## config.mk

```make
export PLATFORM = sky130hd
export DESIGN_NAME = bsr_log_cell
export DESIGN_NICKNAME = d
export VERILOG_FILES = /design/src/sv/bsr_pkg.sv /design/src/sv/bsr_log_cell.sv
export SDC_FILE = /design/constraint.sdc
export NUM_CORES = 2
export LEC_CHECK = 0
export BUFFER_PORTS_ARGS = -buffer_cell sky130_fd_sc_hd__clkbuf_2
export CAP_MARGIN = 20
export CORE_ASPECT_RATIO = 0.7
export CORE_MARGIN = 1
export CORE_UTILIZATION = 25
export DETAILED_ROUTE_END_ITERATION = 8
export SETUP_SLACK_MARGIN = 0.1
export SLEW_MARGIN = 20
export SYNTH_ARGS = -nofsm -noshare
export SYNTH_HDL_FRONTEND = slang
export SYNTH_SLANG_ARGS = --single-unit
```

## constraint.sdc

```tcl
create_clock -name clk -period 0.9 [get_ports clk]
set_input_delay 0.045 -clock clk [delete_from_list [all_inputs] [get_ports clk]]
set_output_delay 0.045 -clock clk [all_outputs]
set_load 0.02 [all_outputs]
```

## src/sv/bsr_pkg.sv

```systemverilog
package bsr_pkg;

    localparam int TimeW  = 20;
    localparam int GainW  = 22;
    localparam int ShapeW = 16;
    localparam int QuotW  = 24;
    localparam int MantW  = 31;
    localparam int FracW  = 16;
    localparam int PosW   = 5;
    localparam int LogW   = 22;
    localparam int ProdW  = 39;
    localparam int ShiftW = 13;
    localparam int MagW   = 53;
    localparam int LogSteps = 16;
    localparam int ExpSteps = 16;

    typedef enum logic [2:0] {
        CFG_START = 3'd0,
        CFG_END   = 3'd1,
        CFG_GAIN  = 3'd2,
        CFG_ALPHA = 3'd3,
        CFG_BETA  = 3'd4
    } cfg_idx_t;

    // control carried beside each word through every stage
    typedef struct packed {
        logic             valid;
        logic             last;
        logic             live;
        logic             neg;
        logic [GainW-1:0] kmag;
    } tag_t;

    typedef struct packed {
        tag_t             tag;
        logic [TimeW-1:0] rem;
        logic [TimeW-1:0] div;
        logic [QuotW-1:0] quot;
    } div_t;

    typedef struct packed {
        tag_t             tag;
        logic [MantW-1:0] m_x;
        logic [MantW-1:0] m_y;
        logic [FracW-1:0] f_x;
        logic [FracW-1:0] f_y;
        logic [PosW-1:0]  p_x;
        logic [PosW-1:0]  p_y;
    } log_t;

    typedef struct packed {
        tag_t                     tag;
        logic signed [ProdW-1:0]  pa;
        logic signed [ProdW-1:0]  pb;
    } prod_t;

    typedef struct packed {
        tag_t                     tag;
        logic signed [ShiftW-1:0] s;
        logic [FracW-1:0]         f;
        logic [MantW-1:0]         acc;
    } exp_t;

    typedef struct packed {
        tag_t                     tag;
        logic signed [ShiftW-1:0] s;
        logic [MagW-1:0]          mag;
    } mul_t;

    function automatic logic [63:0] isqrt64(input logic [63:0] n);
        logic [63:0] res;
        logic [63:0] rem;
        logic [63:0] bit_v;
        res   = 64'd0;
        rem   = n;
        bit_v = 64'd1 << 62;
        for (int k = 0; k < 32; k++) begin
            if (rem >= res + bit_v) begin
                rem = rem - (res + bit_v);
                res = (res >> 1) + bit_v;
            end
            else begin
                res = res >> 1;
            end
            bit_v = bit_v >> 2;
        end
        return res;
    endfunction

    // 2^(2^-idx) in Q1.30 by repeated integer square roots
    function automatic logic [MantW-1:0] root_q30(input int idx);
        logic [63:0] r;
        r = 64'd1 << 31;
        for (int i = 1; i <= idx; i++) begin
            r = isqrt64(r << 30);
        end
        return r[MantW-1:0];
    endfunction

endpackage

```

## src/sv/bsr_log_cell.sv

```systemverilog
module bsr_log_cell (
    input  logic          clk,
    input  logic          rst_n,
    input  logic          en,
    input  bsr_pkg::log_t l_in,
    output bsr_pkg::log_t l_out
);
    import bsr_pkg::*;

    log_t                 data_reg;
    log_t                 data_next;
    logic [2*MantW-1:0]   sq_x;
    logic [2*MantW-1:0]   sq_y;
    logic [MantW:0]       t_x;
    logic [MantW:0]       t_y;

    // square the mantissa, emit one fraction bit, renormalize
    always_comb
    begin
        sq_x = l_in.m_x * l_in.m_x;
        sq_y = l_in.m_y * l_in.m_y;
        t_x  = sq_x[2*MantW-1:30];
        t_y  = sq_y[2*MantW-1:30];
        data_next     = l_in;
        data_next.m_x = t_x[MantW] ? t_x[MantW:1] : t_x[MantW-1:0];
        data_next.m_y = t_y[MantW] ? t_y[MantW:1] : t_y[MantW-1:0];
        data_next.f_x = {l_in.f_x[FracW-2:0], t_x[MantW]};
        data_next.f_y = {l_in.f_y[FracW-2:0], t_y[MantW]};
    end

    always_ff @(posedge clk or negedge rst_n)
    begin
        if (!rst_n)
            data_reg <= '0;
        else if (en)
            data_reg <= data_next;
    end

    assign l_out = data_reg;
endmodule

```

======== After elaboration in Yosys (flattened, before gate mapping) ========
Cells that the tools add are included.
storage, ports and cells
  register bits after elaboration ......... 130
  output and inout bits ................... 130
  word-level logic and storage cells ...... 15
  input port bits ......................... 133
cells by class
  multiply operators ...................... 2
  muxes and demuxes ....................... 2
operator list
  operator          count
  $mul A31 B31 Y62  2
  $mux W31          2

======== Longest topological paths before layout ========
  depth after elaboration ................. 2
  mapped depth ............................ 31
  mapped depth without buffers ............ 27

======== Worst setup path before layout ========
Ideal clock, no wire load.
  path kind ............................... input to register
  from .................................... input l_in[98] (netlist bit)
  to ...................................... register data_reg (netlist bit l_out[102])
  setup time .............................. 77 ps
  arrival time ............................ 7277 ps
  slack ................................... -6455 ps
  path buffers ............................ 3
  data required time ...................... 823 ps
  cell stages on the path ................. 28
  cell sequence ........................... clkbuf_1 -> clkbuf_1 -> nand2_1 -> fa_1 -> fa_1 -> inv_1 -> fa_1 -> inv_1 -> fa_1 -> inv_1 -> fa_1 -> fa_1 -> fa_1 -> inv_1 -> fa_1 -> inv_1 -> ha_1 -> buf_2 -> nand2_1 -> nor4_1 -> nand4_1 -> a2111oi_0 -> and3b_1 -> o41a_1 -> o31a_1 -> xnor2_1 -> o21ai_1 -> a21oi_1
on the way
  word-level cells in the longest chain between the ends .. 2
ends and longest elaborated chain
  element               line                text
  from (decl)           bsr_log_cell.sv:5   input bsr_pkg::log_t l_in,
  $mul A31 B31 Y62      bsr_log_cell.sv:20  sq_x = l_in.m_x * l_in.m_x;
  $mux W31              bsr_log_cell.sv:25  data_next.m_x = t_x[MantW] ? t_x[MantW:1] : t_x[MantW-1:0];
  to (signal assigned)  bsr_log_cell.sv:36  data_reg <= data_next;
  to (decl)             bsr_log_cell.sv:10  log_t data_reg;
No other way between the ends.
A chain may end at the register's enable or synchronous reset.

======== Worst setup path in the final report ========
  from .................................... input l_in[49] (netlist bit)
  to ...................................... register data_reg (netlist bit l_out[45])
on the way
  word-level cells in the longest chain between the ends .. 2
ends and longest elaborated chain
  element           line                text
  $mul A31 B31 Y62  bsr_log_cell.sv:21  sq_y = l_in.m_y * l_in.m_y;
  $mux W31          bsr_log_cell.sv:26  data_next.m_y = t_y[MantW] ? t_y[MantW:1] : t_y[MantW-1:0];
No other way between the ends.

==> impl_metrics.py <==
metrics = {
    "routing": {
        "viasPerCell": 4.32,
        "vias": 46800,
        "first_pass_iters": 6,
        "drc": 0,
        "post_drt_wl_per_cell_um": 17.1,
        "ant_nets": 0,
        "drt-initial-drc-count": 3107,
        "routed_wl_mm": 186,
    },
    "sta": {
        "min_period_ps": 7130,
        "finalHoldViolCount": 8,
        "slew_headroom_pct": 57.5,
        "finalSetupViolations": 201,
        "fmax_mhz": 140,
        "skew_ps": 0,
        "finalMaxSlewViolations": 0,
        "finalWorstSetupSlack_ps": -6230,
        "worstMarginPinSlew_ps": 633,
        "whs_ps": -64.5,
        "grt_setup_unrepaired": "yes",
        "fin_crit_sh_pct": 792,
    },
    "cts": {
        "clkSlewWorstSetupHoldPaths_ps": 80,
        "tritoncts": "done",
        "root_buffer": "clkbuf_16",
        "cts_buffers": 17,
        "cts_buffer_depth": 2,
        "clk_latency_ps": 470,
        "htree_levels": 4,
        "cts_sinks": 130,
        "ctsHoldBuffers": 69,
    },
    "grt": {
        "use_met3_pct": 3.29,
        "grt_pass1_vias": 51600,
        "grt_max_degree": 66,
        "grt_pass1_wl_mm": 294,
        "grt_antenna_before_repair": 3,
        "busiest_layer": "met1",
        "track_usage_pct": 15.7,
        "use_met1_pct": 23.4,
        "grtUsageMet2_pct": 23.4,
        "overflow": 0,
    },
    "worst_setup_path": {
        "endpoint_kind": "flip-flop",
        "path_class": "in -> reg",
        "cp.required_ps": 1280,
        "cp_slowest_cell": "fa_2",
        "critPathBufInv": 9,
        "cp_slowest_stage_delay_ps": 580,
        "crit_fanout": 15,
        "startpoint_type": "input port",
        "path_delay_family": "adder cells",
        "arrival_ps": 7510,
    },
    "synth": {
        "seq_area_frac_synth_pct": 5.48,
        "synth_cell_type_count": 84,
        "synth_top_area_share_pct": 50.4,
        "async_flop_share_pct": 100,
        "synthAdderAreaFrac_pct": 61.7,
        "synthXorXnorAreaFrac_pct": 1.54,
        "ys_top_cells_by_count": "1,834 x inv_1, 1,494 x fa_1, 610 x nand2_1",
        "synth_compound_area_share_pct": 5.66,
        "synth_top_family_by_area": "adder cells",
        "synth_area_sq_mm": 0.0593,
        "synthTopCellsByArea": "fa_1 50%, inv_1 12%, ha_1 11%, dfrtp_1 5.5%, and2_1 4.0%",
        "yosys.area_share.simple_pct": 11.1,
        "synth_warnings": 0,
        "syn_area_per_cell_sq_um": 9.41,
        "synth.area.mux_share_pct": 1.37,
        "syn_inst": 6308,
        "syn_nets": 8469,
        "ys.flop_type": "dfrtp_1",
        "synth_edf_count": 0,
        "ys_ff_latch": 130,
        "synth_most_common_cell": "inv_1",
        "yosys.area.top_type": "fa_1",
    },
    "floorplan": {
        "coreArea_sq_mm": 0.236,
        "io_pins": 263,
        "dieArea_sq_mm": 0.239,
        "initial_core_util_pct": 25.2,
        "row_count": 149,
        "die_x_um": 584,
        "die_h_um": 410,
    },
    "layout": {
        "finalNonFillerCells": 10800,
        "area_delta_synth_final_pct": 33.7,
        "largest_reg_flops": 130,
        "layout.nets": 9825,
        "drive_gt1_share_pct": 28.4,
    },
    "worst_hold_path": {
        "holdCritPathClass": "in -> async",
    },
    "status": {
        "status": "finished with violations",
        "violations": "hold timing, setup timing",
    },
    "placement": {
        "placed_cells": 10600,
        "place_ws_ps": -7040,
        "dp_hpwl_mm": 159,
        "io_buffer_count": 260,
        "gp_congestion": 0.907,
    },
    "flow_run": {
        "maxCapViolCount": 0,
    },
}
-- layout by cell type (no fill, tap or decap), types with 18 or more instances in the layout --
cell type and instances:
and2_1 329, inv_1 1788, a21o_1 52, buf_4 1092
o21ai_0 43, nand4_1 36, buf_8 34, nor3_1 18
o21ai_1 29, dlygate4sd3_1 67, ha_4 34, nand2_1 554
fa_2 93, buf_12 55, inv_2 41, dfrtp_1 54
nor2_2 18, nor2_1 138, ha_1 500, nand3_1 58
clkbuf_8 22, buf_6 195, xnor2_1 57, mux2_2 57
xor2_1 33, o21ai_2 33, dfrtp_2 76, a31oi_1 49
nor2b_1 19, a21oi_1 119, clkbuf_16 31, clkbuf_2 80
nand2_2 46, and2_4 46, fa_1 1401, a21oi_2 22
-- what timing repair did --
| item | CTS | global route |
|---|---|---|
| pin swaps | 206 | 200 |
| endpoints found under the hold margin | 197 | 8 |
| setup buffers | 49 | 73 |
| gates resized for setup | 446 | 623 |
| setup endpoints to repair | 196 | 221 |
| gates cloned | 10 | 7 |
-- layout make-up --
| cell class | count | area, sq um |
|---|---|---|
| clock buffer | 17 | 425 |
| fill | 23800 | 156000 |
| sequential | 130 | 3350 |
| clock inverter | 15 | 141 |
| tap | 3171 | 3970 |
| inverter | 1835 | 6920 |
| antenna | 1 | 2.50 |
| timing repair buffer | 1582 | 14100 |
| multi-input combinational | 4098 | 50500 |
-- final timing paths --
path	slack, ps	end	cells after the start	from
setup / recovery	-6230	l_out[45]	29	l_in[49]
hold / removal	-60	l_out[27]	2	rst_n
setup reg to reg	-80	l_out[79]	2	l_out[79]
hold reg to reg	510	l_out[10]	1	l_out[10]
max in group asynchronous	310	l_out[84]	3	rst_n
min in group clk	50	l_out[104]	3	en
-- cell families after synthesis --
kind of cell	after synthesis
XOR/XNOR	104
AND/OR/NAND/NOR	1372
adder cells (fa/ha/maj)	2028
buffers and inverters	2080
AO/OA/AOI/OAI	521
multiplexers	73
flip-flops	130
-- stage by stage --
step                area (sq um)  util (%)  setup TNS, ps
finish                     79300      33.6        -412050
global route               79300      33.6        -432850
CTS                        77000      32.6        -417570
detailed placement         73200      31.1        -441590
global placement           73200      31.1        -435670
floorplan                  60700         -        -376650
-- routing by layer --
layer / up-vias / wire length [um]
li1: 21300 / -
met1: 23900 / 87900
met2: 1436 / 80300
met3: 141 / 14400
met4: 4 / 3100
met5: - / 22
Power is not shown: default switching activity piles up to over one toggle a cycle in this logic, so the estimate is an artifact.
