<file path="src/sv/bsr_pkg.sv">
package bsr_pkg;

    localparam int TimeW  = 20;
    localparam int GainW  = 22;
    localparam int ShapeW = 16;
    localparam int QuotW  = 24;
    localparam int MantW  = 31;
    localparam int FracW  = 16;
    localparam int PosW   = 5;
    localparam int LogW   = 22;
    localparam int ProdW  = 39;
    localparam int ShiftW = 13;
    localparam int MagW   = 53;
    localparam int LogSteps = 16;
    localparam int ExpSteps = 16;

    typedef enum logic [2:0] {
        CFG_START = 3'd0,
        CFG_END   = 3'd1,
        CFG_GAIN  = 3'd2,
        CFG_ALPHA = 3'd3,
        CFG_BETA  = 3'd4
    } cfg_idx_t;

    // control carried beside each word through every stage
    typedef struct packed {
        logic             valid;
        logic             last;
        logic             live;
        logic             neg;
        logic [GainW-1:0] kmag;
    } tag_t;

    typedef struct packed {
        tag_t             tag;
        logic [TimeW-1:0] rem;
        logic [TimeW-1:0] div;
        logic [QuotW-1:0] quot;
    } div_t;

    typedef struct packed {
        tag_t             tag;
        logic [MantW-1:0] m_x;
        logic [MantW-1:0] m_y;
        logic [FracW-1:0] f_x;
        logic [FracW-1:0] f_y;
        logic [PosW-1:0]  p_x;
        logic [PosW-1:0]  p_y;
    } log_t;

    typedef struct packed {
        tag_t                     tag;
        logic signed [ProdW-1:0]  pa;
        logic signed [ProdW-1:0]  pb;
    } prod_t;

    typedef struct packed {
        tag_t                     tag;
        logic signed [ShiftW-1:0] s;
        logic [FracW-1:0]         f;
        logic [MantW-1:0]         acc;
    } exp_t;

    typedef struct packed {
        tag_t                     tag;
        logic signed [ShiftW-1:0] s;
        logic [MagW-1:0]          mag;
    } mul_t;

    function automatic logic [63:0] isqrt64(input logic [63:0] n);
        logic [63:0] res;
        logic [63:0] rem;
        logic [63:0] bit_v;
        res   = 64'd0;
        rem   = n;
        bit_v = 64'd1 << 62;
        for (int k = 0; k < 32; k++) begin
            if (rem >= res + bit_v) begin
                rem = rem - (res + bit_v);
                res = (res >> 1) + bit_v;
            end
            else begin
                res = res >> 1;
            end
            bit_v = bit_v >> 2;
        end
        return res;
    endfunction

    // 2^(2^-idx) in Q1.30 by repeated integer square roots
    function automatic logic [MantW-1:0] root_q30(input int idx);
        logic [63:0] r;
        r = 64'd1 << 31;
        for (int i = 1; i <= idx; i++) begin
            r = isqrt64(r << 30);
        end
        return r[MantW-1:0];
    endfunction

endpackage

</file>
<file path="src/sv/bsr_div_cell.sv">
module bsr_div_cell (
    input  logic          clk,
    input  logic          rst_n,
    input  logic          en,
    input  bsr_pkg::div_t d_in,
    output bsr_pkg::div_t d_out
);
    import bsr_pkg::*;

    div_t             data_reg;
    div_t             data_next;
    logic [TimeW:0]   rem2;
    logic             ge;

    // one quotient bit per cell
    always_comb
    begin
        rem2      = {d_in.rem, 1'b0};
        ge        = rem2 >= {1'b0, d_in.div};
        data_next = d_in;
        data_next.rem  = ge ? TimeW'(rem2 - {1'b0, d_in.div}) : rem2[TimeW-1:0];
        data_next.quot = {d_in.quot[QuotW-2:0], ge};
    end

    always_ff @(posedge clk or negedge rst_n)
    begin
        if (!rst_n)
            data_reg <= '0;
        else if (en)
            data_reg <= data_next;
    end

    assign d_out = data_reg;
endmodule

</file>
<file path="config.mk">
export PLATFORM = sky130hd
export DESIGN_NAME = bsr_div_cell
export DESIGN_NICKNAME = d
export VERILOG_FILES = /design/src/sv/bsr_pkg.sv /design/src/sv/bsr_div_cell.sv
export SDC_FILE = /design/constraint.sdc
export NUM_CORES = 1
export LEC_CHECK = 0
export ABC_CLOCK_PERIOD_IN_PS = 800
export BUFFER_PORTS_ARGS = -buffer_cell sky130_fd_sc_hd__buf_2
export CAP_MARGIN = 20
export CORE_ASPECT_RATIO = 0.75
export CORE_MARGIN = 3
export CORE_UTILIZATION = 44
export CTS_CLUSTER_DIAMETER = 60
export DETAILED_ROUTE_END_ITERATION = 12
export GPL_TIMING_DRIVEN = 1
export HOLD_SLACK_MARGIN = 0.05
export MAX_ROUTING_LAYER = met4
export PLACE_DENSITY_LB_ADDON = 0.12
export SYNTH_ARGS = -nofsm -noshare
export SYNTH_HDL_FRONTEND = slang
export SYNTH_SLANG_ARGS = --single-unit
</file>
<file path="constraint.sdc">
create_clock -name clk -period 0.8 [get_ports clk]
set_input_delay 0.12 -clock clk [delete_from_list [all_inputs] [get_ports clk]]
set_output_delay 0.12 -clock clk [all_outputs]
set_load 0.05 [all_outputs]
</file>
======== Word level (Yosys, flattened, before mapping) ========
Index checks and enable logic that the tools add are counted.
storage, ports and cells
  bits of input ports ..................... 93
  word-level logic and storage cells ...... 11
  flip-flop bits (word level) ............. 90
  output and inout bits ................... 90
operators by class
  muxes and demuxes ....................... 1
  $lt $le $gt $ge ......................... 1
  add/subtract/negate cells ............... 1
operators with widths
  cell                            number
  >= comparator 21 x 20 -> 1 bit  1
  2-to-1 mux 20 bit               1
  subtractor 20 bit               1

======== Logic depth before layout (Yosys ltp) ========
Gate-level depths: netlist of run 1.
  depth in word-level cells ............... 2
  mapped depth ............................ 12

======== Worst setup path after synthesis of run 1 ========
No wires, ideal clock.
  kind .................................... in2reg
  start ................................... input d_in[26] (netlist name)
  end ..................................... register data_reg, in the netlist d_out[62]
  setup slack ............................. -1.350 ns
  arrival time ............................ 2.008 ns
  buffers on the path ..................... 0
  setup time .............................. 0.142 ns
  stages on the path ...................... 10
  cells stage by stage .................... inv_1 -> ha_1 -> nor2b_1 -> o31a_1 -> o41ai_2 -> o31ai_1 -> a2111oi_0 -> o21bai_1 -> xnor2_1 -> o221ai_1
between the ends
  word-level cells in the longest chain between the ends .. 2
  elaborated cells between the ends (all ways) .. 3
ends and longest elaborated chain
  what                                                                        RTL line                                source
  from (decl)                                                                 bsr_div_cell.sv:5                       input bsr_pkg::div_t d_in,
  subtractor 20 bit / >= comparator 21 x 20 -> 1 bit (equally long branches)  bsr_div_cell.sv:21, bsr_div_cell.sv:19
  2-to-1 mux 20 bit (*)                                                       bsr_div_cell.sv:21                      data_next.rem = ge ? TimeW'(rem2 - {1'b0, d_in.div}) : rem2[TimeW-1:0];
  to (signal assigned)                                                        bsr_div_cell.sv:30                      data_reg <= data_next;
  to (decl)                                                                   bsr_div_cell.sv:10                      div_t data_reg;
Mark *: on every way between the ends. The rest lies on a longest branch, timed or not.
A chain may end at the register's enable or synchronous reset.

======== Worst setup path in the final report of run 1 ========
  start ................................... input d_in[25] (netlist name)
  end ..................................... register data_reg, in the netlist d_out[47]
Same word-level chain as after synthesis.

==> results.sh, run 1 <==
export IMPL_layout_nets=833
export IMPL_post_route_period_util_pct=254.9
export IMPL_grt_ovfl_total=0
export IMPL_final_area_sq_um=8449
export IMPL_antenna_found_initial=1
export IMPL_synthToLayoutAreaGrowth_pct=86.34
export IMPL_syn_nets=504
export IMPL_viasPerCell=4.952
export IMPL_synth_edf_count=0
export IMPL_synth_cell_types=51
export IMPL_cellPowerDensity_nw_per_um2=2039
export IMPL_core_region_area_sq_um=9852
export IMPL_fp_dieArea_sq_um=11570
export IMPL_cts_max_path_buffers=2
export IMPL_post_route_min_period_ns=2.039
export IMPL_synth_simple_area_share_pct=7.340
export IMPL_cp_max_fo=5
export IMPL_met3_usage_pct=6.863
export IMPL_status="complete, but fails checks"
export IMPL_routedWlPerCell_microns=17.98
export IMPL_htree_levels=3
export IMPL_die_y_microns=93.92
export IMPL_cts_tree="built"
export IMPL_synth_compound_area_share_pct=10.26
export IMPL_insertion_delay_ns=0.34
export IMPL_final_setup_viol_count=141
export IMPL_clock_sinks=90
export IMPL_finalHoldViolCount=0
export IMPL_violations="negative setup slack"
export IMPL_drt_first_iter_violations=164
export IMPL_fillers=488
export IMPL_fmax_mhz=490.5
export IMPL_gp_congestion=0.8474
export IMPL_port_buffer_count=181
export IMPL_rsz0062_at_grt="yes"
export IMPL_grt_pass1_wl_microns=22840
export IMPL_dp_hpwl_microns=9058
export IMPL_holdCritPathClass="input pin to flop"
export IMPL_syn_inst=390
export IMPL_netlist_area_sq_um=4534
export IMPL_io_pins=183
export IMPL_place_ws_ns=-1.703
export IMPL_cp_data_required_time_ns=1.03
export IMPL_synthArstFlopShare_pct=100.0
export IMPL_yosys_register_bits=90
export IMPL_die_w_microns=123.2
export IMPL_synth_main_ff_cell="dfrtp_1"
export IMPL_ys_warn_count=0
export IMPL_start_util_pct=46.02
export IMPL_largest_reg_flops=90
export IMPL_path_clk_slew_ns=0.07
export IMPL_max_vdd_ir_drop_uv=1547
export IMPL_vias=4244
export IMPL_cap_violations=0
export IMPL_ys_seq_area_share_pct=49.67
export IMPL_startpoint_type="input pin"
export IMPL_drive_above_1_share_pct=61.05
export IMPL_synth_fa_ha_area_share_pct=5.960
export IMPL_holdPathStages=2
export IMPL_finalSetupTns_ns=-46.61
export IMPL_routed_wirelength_microns=15410
export IMPL_syn_area_per_cell_sq_um=11.63
export IMPL_drc=0
export IMPL_grtUsageMet2_pct=42.42
export IMPL_cts_root_buf="clkbuf_16"
export IMPL_grt_pass1_vias=4577
export IMPL_skew_ns=0
export IMPL_p_leak_nw=4.103
export IMPL_firstDrtPassIters=4
export IMPL_synth_top_family_by_area="multiplexers"
export IMPL_whs_ns=0.03800
export IMPL_grt_util_met1_pct=31.99
export IMPL_cts_buffers=9
export IMPL_critPathKind="input pin to flop"
export IMPL_synthMuxAreaShare_pct=19.76
export IMPL_worstMarginPinSlew_ns=0.3635
export IMPL_slew_violations=0
export IMPL_top_usage_layer="met2"
export IMPL_place_area_sq_um=6326
export IMPL_ant_nets=0
export IMPL_rr_worst_depth=4
export IMPL_rows=31
export IMPL_end_kind="flop"
export IMPL_grt_max_degree=33
export IMPL_post_synth_xor_area_fraction_pct=3.091
export IMPL_max_slew_margin_pct=75.54
export IMPL_postCtsHoldBufs=61
export IMPL_arrival_ns=2.26
export IMPL_postLayoutSetupSlackWorst_ns=-1.239
export IMPL_grt_use_total_pct=26.04
-- where the power goes --
group	switching [mW]	total [mW]	internal (mW)
sequential	0.446	5.59	5.15
combinational	3.81	7.03	3.22
clock	1.84	4.60	2.76
-- critical path: stages --
cell	delay [ns]
buf_8	0.09
inv_4	0.03
ha_4	0.27
ha_4	0.12
nand4_1	0.08
or4_4	0.44
nor4_4	0.19
a2111oi_4	0.10
o311ai_2	0.08
buf_4	0.21
nand2_8	0.08
buf_6	0.15
mux2i_2	0.19
a21oi_1	0.10
-- stage by stage --
| stage | utilization [%] | std cells | power [mW] |
|---|---|---|---|
| after floorplan | - | 390 | 9.119 |
| after global placement | 64.21 | 751 | 10.69 |
| after detailed placement | 64.21 | 751 | 10.77 |
| after CTS | 82.37 | 842 | 16.74 |
| after global routing | 85.76 | 857 | 17.91 |
| final | 85.76 | 857 | 17.23 |
-- kinds of logic after synthesis --
logic type               count (synthesis)
buffers and inverters                   43
adder cells (fa/ha/maj)                 21
AND/OR/NAND/NOR                         66
multiplexers                            81
AO/OA/AOI/OAI                           73
flip-flops                              90
XOR/XNOR                                16
-- layer usage --
layer	part of all wire [%]	vias to the layer above
li1	-	2032
met4	1.4	0
met5	0	-
met1	41	2052
met2	51	142
met3	6.3	18
-- layout make-up --
cell class              instances  area (sq um)  share of cell area [%]
repair buffers                333          3049                   36.09
flip-flops and latches         90          2303                   27.26
multi-input cells             258          2502                   29.62
clock inverters                 4         76.32                  0.9033
well taps                     132         165.2                   1.955
inverters                      27         113.9                   1.348
diodes                          1         2.502                 0.02962
clock buffers                  12         236.5                   2.799
-- worst paths after layout --
| check | slack (ns) | startpoint | endpoint |
|---|---|---|---|
| max in group asynchronous | 0.18 | rst_n | d_out[31]$_DFFE_PN0P_ |
| max | -1.24 | d_in[25] | d_out[47]$_DFFE_PN0P_ |
| min in group asynchronous | 0.18 | rst_n | d_out[69]$_DFFE_PN0P_ |
| min reg2reg | 0.53 | d_out[35]$_DFFE_PN0P_ | d_out[35]$_DFFE_PN0P_ |
| max reg2reg | -0.17 | d_out[56]$_DFFE_PN0P_ | d_out[56]$_DFFE_PN0P_ |
| min | 0.04 | d_in[36] | d_out[36]$_DFFE_PN0P_ |
-- synth_stat cells (2+ instances only) --
| cell | instances | area, sq um |
|---|---|---|
| a21o_1 | 7 | 52.55 |
| ha_1 | 20 | 250.2 |
| xnor2_1 | 11 | 96.34 |
| nor2b_1 | 4 | 25.02 |
| a31oi_1 | 4 | 25.02 |
| nand2b_1 | 3 | 18.77 |
| o21a_1 | 4 | 30.03 |
| mux2i_1 | 13 | 130.1 |
| xor2_1 | 5 | 43.79 |
| a21oi_1 | 26 | 130.1 |
| dfrtp_1 | 90 | 2252 |
| nor2_1 | 23 | 86.33 |
| o21ai_1 | 5 | 25.02 |
| o21bai_1 | 4 | 30.03 |
| inv_1 | 27 | 101.4 |
| o21ai_0 | 8 | 40.04 |
| nand2_1 | 12 | 45.04 |
| nand3_1 | 9 | 45.04 |
| buf_6 | 2 | 22.52 |
| o31ai_1 | 2 | 15.01 |
| mux2_2 | 68 | 765.7 |
| clkbuf_1 | 13 | 48.80 |
| and3_1 | 2 | 12.51 |
-- layout by cell type (no fill, tap or decap), types with 10 or more instances in the layout --
cell type / instances
a21oi_1: 25
buf_2: 76
buf_4: 72
buf_6: 113
dfrtp_1: 49
dfrtp_2: 41
dlygate4sd3_1: 43
dlymetal6s4s_1: 18
ha_4: 13
inv_1: 18
mux2_2: 46
mux2_4: 22
mux2i_1: 11
nand2_1: 10
nor2_1: 23
xnor2_1: 11
-- repair_timing --
action                                  4_1_cts  5_1_grt
pin swaps                                    17       12
endpoints found under the setup margin      111      159
setup buffers                                13       21
endpoints found under the hold margin       157        5
gates cloned                                  1        0
gates resized for setup                     218       65
No activity file was read; power rests on OpenSTA's default activity.
==> run 2: changes to the inputs <==
- GPL_TIMING_DRIVEN: 1 -> default
- SETUP_SLACK_MARGIN: default -> 0.02
==> results.sh, run 2 (synthesis gave the netlist of run 1 again) <==
export IMPL_status="complete, but fails checks"
export IMPL_violations="negative setup slack"
export IMPL_reg2reg_from="d_out[26]$_DFFE_PN0P_"
export IMPL_dp_hpwl_microns=8953
export IMPL_fp_dieArea_sq_um=11570
export IMPL_max_vdd_ir_drop_uv=1525
export IMPL_final_cell_mix="buf_6 (111), buf_2 (77), buf_4 (75), mux2_2 (56), dfrtp_1 (49)"
export IMPL_cp_max_fo=3
export IMPL_crit_path_start="d_in[25]"
export IMPL_arrival_ns=2.17
export IMPL_r2r_slack_ns=-0.12
export IMPL_rows=31
export IMPL_cap_violations=0
export IMPL_slew_violations=0
export IMPL_post_route_period_util_pct=244.6
export IMPL_firstDrtPassIters=4
export IMPL_cts_max_path_buffers=2
export IMPL_critPathTopFamily="compound AO/OA/AOI/OAI gates"
export IMPL_grt_max_degree=39
export IMPL_skew_ns=0
export IMPL_start_util_pct=46.02
export IMPL_end_kind="flop"
export IMPL_finalHoldViolCount=0
export IMPL_rr_worst_depth=2
export IMPL_cts_buffers=9
export IMPL_port_buffer_count=181
export IMPL_htree_levels=3
export IMPL_viasPerCell=4.990
export IMPL_cp_num_buf_inv=3
export IMPL_holdCritPathClass="input pin to flop"
export IMPL_register_area_sq_um=2303
export IMPL_post_route_min_period_ns=1.957
export IMPL_grt_pass1_wl_microns=20490
export IMPL_crit_cells=12
export IMPL_grt_ovfl_total=0
export IMPL_synthToLayoutAreaGrowth_pct=73.76
export IMPL_gp_congestion=0.8711
export IMPL_routed_wirelength_microns=13270
export IMPL_rsz0062_at_grt="yes"
export IMPL_r2r_end="d_out[26]$_DFFE_PN0P_"
export IMPL_insertedDiodeCount=0
export IMPL_cts_root_buf="clkbuf_16"
export IMPL_cpPeakStageDelay_ns=0.42
export IMPL_place_ws_ns=-1.664
export IMPL_p_leak_nw=3.709
export IMPL_die_y_microns=93.92
export IMPL_cp_endpoint="d_out[58]$_DFFE_PN0P_"
export IMPL_grt_use_total_pct=23.10
export IMPL_whs_ns=0.01214
export IMPL_max_slew_margin_pct=72.84
export IMPL_drive_above_1_share_pct=67.21
export IMPL_layout_nets=783
export IMPL_drt_first_iter_violations=83
export IMPL_final_setup_viol_count=123
export IMPL_vias=4022
export IMPL_cp_data_required_time_ns=1.01
export IMPL_die_w_microns=123.2
export IMPL_largest_reg_flops=90
export IMPL_crit_path_top_delay_cell="fa_1"
export IMPL_io_pins=183
export IMPL_mostFrequentLayoutCell="buf_6"
export IMPL_routedWlPerCell_microns=16.47
export IMPL_drc=0
export IMPL_fmax_mhz=511.1
export IMPL_postLayoutSetupSlackWorst_ns=-1.157
export IMPL_insertion_delay_ns=0.33
export IMPL_critPathKind="input pin to flop"
export IMPL_antenna_found_initial=0
export IMPL_startpoint_type="input pin"
export IMPL_worstMarginPinSlew_ns=0.4075
export IMPL_cts_tree="built"
export IMPL_grt_pass1_vias=4300
export IMPL_worstPathCellList="buf_6 -> buf_4 -> fa_1 -> nor2b_1 -> o31a_1 -> o41ai_4 -> o31ai_2 -> buf_4 -> a21oi_1 -> xnor2_1 -> mux2i_1 -> a21oi_1"
export IMPL_ant_nets=0
export IMPL_cellPowerDensity_nw_per_um2=2099
export IMPL_path_clk_slew_ns=0.07
export IMPL_core_region_area_sq_um=9852
export IMPL_multi_input_comb_area_sq_um=2519
export IMPL_clock_sinks=90
export IMPL_fillers=599
-- run 2: cell types whose count changed in the layout (fill, tap and decap cells not counted), sizes merged --
cell,before,now
diode,1,0
dlygate4sd3,43,7
clkinv,0,2
clkinvlp,1,2
dlymetal6s4s,18,4
bufinv,2,1
clkbuf,12,10
-- run 2: what timing repair did --
| item | in CTS | in global routing |
|---|---|---|
| buffers inserted | 17 | 12 |
| cloned | 1 | 0 |
| resized for setup | 229 | 34 |
| endpoints found under the setup margin | 115 | 176 |
| endpoints found under the hold margin | 156 | 55 |
| hold buffers | 11 | 1 |
| pin swaps | 19 | 5 |
-- run 2: power by group --
part / leakage [nW] / internal (mW) / switching [mW] / total [mW]
clock network: 0.139 / 2.43 / 1.77 / 4.21
registers: 1.01 / 5.15 / 0.426 / 5.57
logic: 2.56 / 3.04 / 3.72 / 6.76
-- run 2: area by class of cell --
type | count | area share (%)
Multi-Input combinational cell | 258 | 31.97
Timing Repair Buffer | 283 | 31.52
Sequential cell | 90 | 29.24
Clock buffer | 10 | 2.906
Tap cell | 132 | 2.096
Inverter | 27 | 1.413
Clock inverter | 6 | 0.8576
-- run 2: worst min path at each step --
stage	startpoint	endpoint	slack, ns	depth (start not counted)
3_5_place_dp	rst_n	d_out[54]$_DFFE_PN0P_	-0.04	1
4_1_cts	d_in[26]	d_out[26]$_DFFE_PN0P_	0.001	2
6_report	d_in[75]	d_out[75]$_DFFE_PN0P_	0.01	2
2_1_floorplan	rst_n	d_out[0]$_DFFE_PN0P_	-0.18	0
3_3_place_gp	rst_n	d_out[54]$_DFFE_PN0P_	-0.04	1
5_1_grt	d_in[75]	d_out[75]$_DFFE_PN0P_	0.002	2
-- run 2: layer usage --
metal  vias to the layer above  part of all wire (%)  GRT usage, %  wire, microns
met2                       120                    51         38.44           6714
met3                        15                   5.6         5.298            739
met4                         0                   1.1         5.622            148
met5                         -                     0             -              0
li1                       1926                     -             -              -
met1                      1961                    43         28.76           5670
-- run 2: metrics by stage --
step	TNS [ns]	power (mW)	instances	utilization [%]	instance area, sq um
5_1_grt	-47.88	17.25	806	79.97	7879
3_5_place_dp	-43.31	10.79	749	63.96	6301
3_3_place_gp	-41.84	10.70	749	63.96	6301
4_1_cts	-42.59	16.32	794	77.65	7650
6_report	-43.28	16.54	806	79.97	7879
2_1_floorplan	-35.99	9.124	390	-	4830
==> run 3: changes to the inputs <==
- ABC_CLOCK_PERIOD_IN_PS: 800 -> 1700
- clock period: 0.8 -> 1.7 ns (I/O delays scaled with it)
==> results.sh, run 3 (synthesis gave the netlist of run 1 again) <==
export IMPL_met3_usage_pct=4.756
export IMPL_htree_levels=3
export IMPL_gp_congestion=0.8214
export IMPL_cts_tree="built"
export IMPL_rows=31
export IMPL_cap_violations=0
export IMPL_synthToLayoutAreaGrowth_pct=48.87
export IMPL_utilization_pct=68.52
export IMPL_grt_use_total_pct=20.69
export IMPL_crit_path_top_delay_cell="or4_4"
export IMPL_cp_common_cell="ha_4"
export IMPL_firstDrtPassIters=4
export IMPL_path_clk_slew_ns=0.07
export IMPL_grt_util_met1_pct=26.64
export IMPL_worstMarginPinSlew_ns=0.6032
export IMPL_final_setup_viol_count=21
export IMPL_cts_root_buf="clkbuf_16"
export IMPL_cp_data_required_time_ns=1.97
export IMPL_cpPeakStageDelay_ns=0.44
export IMPL_cellPowerDensity_nw_per_um2=1041
export IMPL_drc=0
export IMPL_top_usage_layer="met2"
export IMPL_startpoint_type="input pin"
export IMPL_cp_max_fo=8
export IMPL_dp_hpwl_microns=8472
export IMPL_worstPathCellList="buf_8 -> inv_4 -> ha_4 -> ha_4 -> nand4_1 -> or4_4 -> nor4_4 -> a2111oi_4 -> o311ai_4 -> nand2_4 -> buf_6 -> or2_0 -> a31oi_1"
export IMPL_cp_num_buf_inv=3
export IMPL_place_ws_ns=-0.9227
export IMPL_arrival_ns=2.36
export IMPL_holdCritPathClass="input pin to flop"
export IMPL_postLayoutSetupSlackWorst_ns=-0.3979
export IMPL_max_slew_margin_pct=59.79
export IMPL_routedWlPerCell_microns=14.81
export IMPL_critPathTopFamily="simple AND/OR/NAND/NOR gates"
export IMPL_register_area_sq_um=2252
export IMPL_status="complete, but fails checks"
export IMPL_grt_max_degree=78
export IMPL_antenna_found_initial=0
export IMPL_grt_pass1_wl_microns=18420
export IMPL_die_w_microns=123.2
export IMPL_vias=3821
export IMPL_cts_max_path_buffers=2
export IMPL_grt_pass1_vias=3894
export IMPL_port_buffer_count=181
export IMPL_whs_ns=0.1408
export IMPL_clock_sinks=90
export IMPL_skew_ns=0
export IMPL_fin_total_pwr_mw=7.025
export IMPL_insertion_delay_ns=0.34
export IMPL_grt_ovfl_total=0
export IMPL_max_vdd_ir_drop_uv=719.3
export IMPL_critPathKind="input pin to flop"
export IMPL_viasPerCell=4.982
export IMPL_io_pins=183
export IMPL_mostFrequentLayoutCell="buf_2"
export IMPL_multi_input_comb_area_sq_um=2437
export IMPL_fillers=764
export IMPL_cts_buffers=9
export IMPL_layout_nets=744
export IMPL_fp_dieArea_sq_um=11570
export IMPL_final_cell_mix="buf_2 (172), dfrtp_1 (90), mux2_2 (68), buf_4 (60), a21oi_1 (25)"
export IMPL_end_kind="flop"
export IMPL_post_route_min_period_ns=2.098
export IMPL_fmax_mhz=476.7
export IMPL_insertedDiodeCount=0
export IMPL_start_util_pct=46.02
export IMPL_largest_reg_flops=90
export IMPL_drt_first_iter_violations=183
export IMPL_die_y_microns=93.92
export IMPL_grtUsageMet2_pct=32.88
export IMPL_p_leak_nw=3.259
export IMPL_violations="negative setup slack"
export IMPL_slew_violations=0
export IMPL_rsz0062_at_grt="yes"
export IMPL_finalHoldViolCount=0
export IMPL_post_route_period_util_pct=123.4
export IMPL_drive_above_1_share_pct=58.74
export IMPL_core_region_area_sq_um=9852
export IMPL_routed_wirelength_microns=11360
export IMPL_ant_nets=0
-- run 3: what timing repair did --
| action | in CTS | in global routing |
|---|---|---|
| hold buffers | 1 | 0 |
| pin swaps | 9 | 9 |
| hold endpoints to repair | 44 | 0 |
| buffers inserted | 6 | 3 |
| endpoints found under the setup margin | 21 | 21 |
| gates cloned | 1 | 0 |
| gates resized for setup | 31 | 11 |
-- run 3: final timing paths --
path | start | to | slack, ns | cells after the start
worst max-delay path | d_in[25] | d_out[45]$_DFFE_PN0P_ | -0.40 | 13
worst min-delay path | d_in[26] | d_out[26]$_DFFE_PN0P_ | 0.14 | 2
worst max register to register | d_out[56]$_DFFE_PN0P_ | d_out[56]$_DFFE_PN0P_ | 0.83 | 3
worst min register to register | d_out[66]$_DFFE_PN0P_ | d_out[66]$_DFFE_PN0P_ | 0.50 | 1
max in group asynchronous | rst_n | d_out[14]$_DFFE_PN0P_ | 0.71 | 3
min in group asynchronous | rst_n | d_out[35]$_DFFE_PN0P_ | 0.24 | 2
-- run 3: power breakdown --
group | internal, mW | leakage [nW] | switching (mW) | total, mW
Sequential | 2.40 | 1.05 | 0.126 | 2.53
Combinational | 0.920 | 2.07 | 1.67 | 2.59
Clock | 1.08 | 0.139 | 0.828 | 1.91
Total | 4.40 | 3.26 | 2.62 | 7.03
-- run 3: per-layer routing --
layer | wire length, microns | vias to the layer above
met5 | 0 | -
met4 | 120 | 0
met3 | 684 | 12
met2 | 5374 | 116
met1 | 5182 | 1839
li1 | - | 1854
-- run 3: metrics by stage --
step	setup TNS (ns)	cell area, sq um	instances
after CTS	-7.116	6686	765
after global placement	-15.42	6137	741
after global routing	-9.043	6750	767
after detailed placement	-17.35	6137	741
final	-7.310	6750	767
after floorplan	-8.977	4717	390
-- run 3: cell type report --
class / count / share of cell area, %
inverters: 27 / 1.650
flip-flops and latches: 90 / 33.36
clock inverters: 4 / 0.5005
clock buffers: 12 / 3.800
repair buffers: 245 / 22.13
well taps: 132 / 2.447
multi-input cells: 257 / 36.11
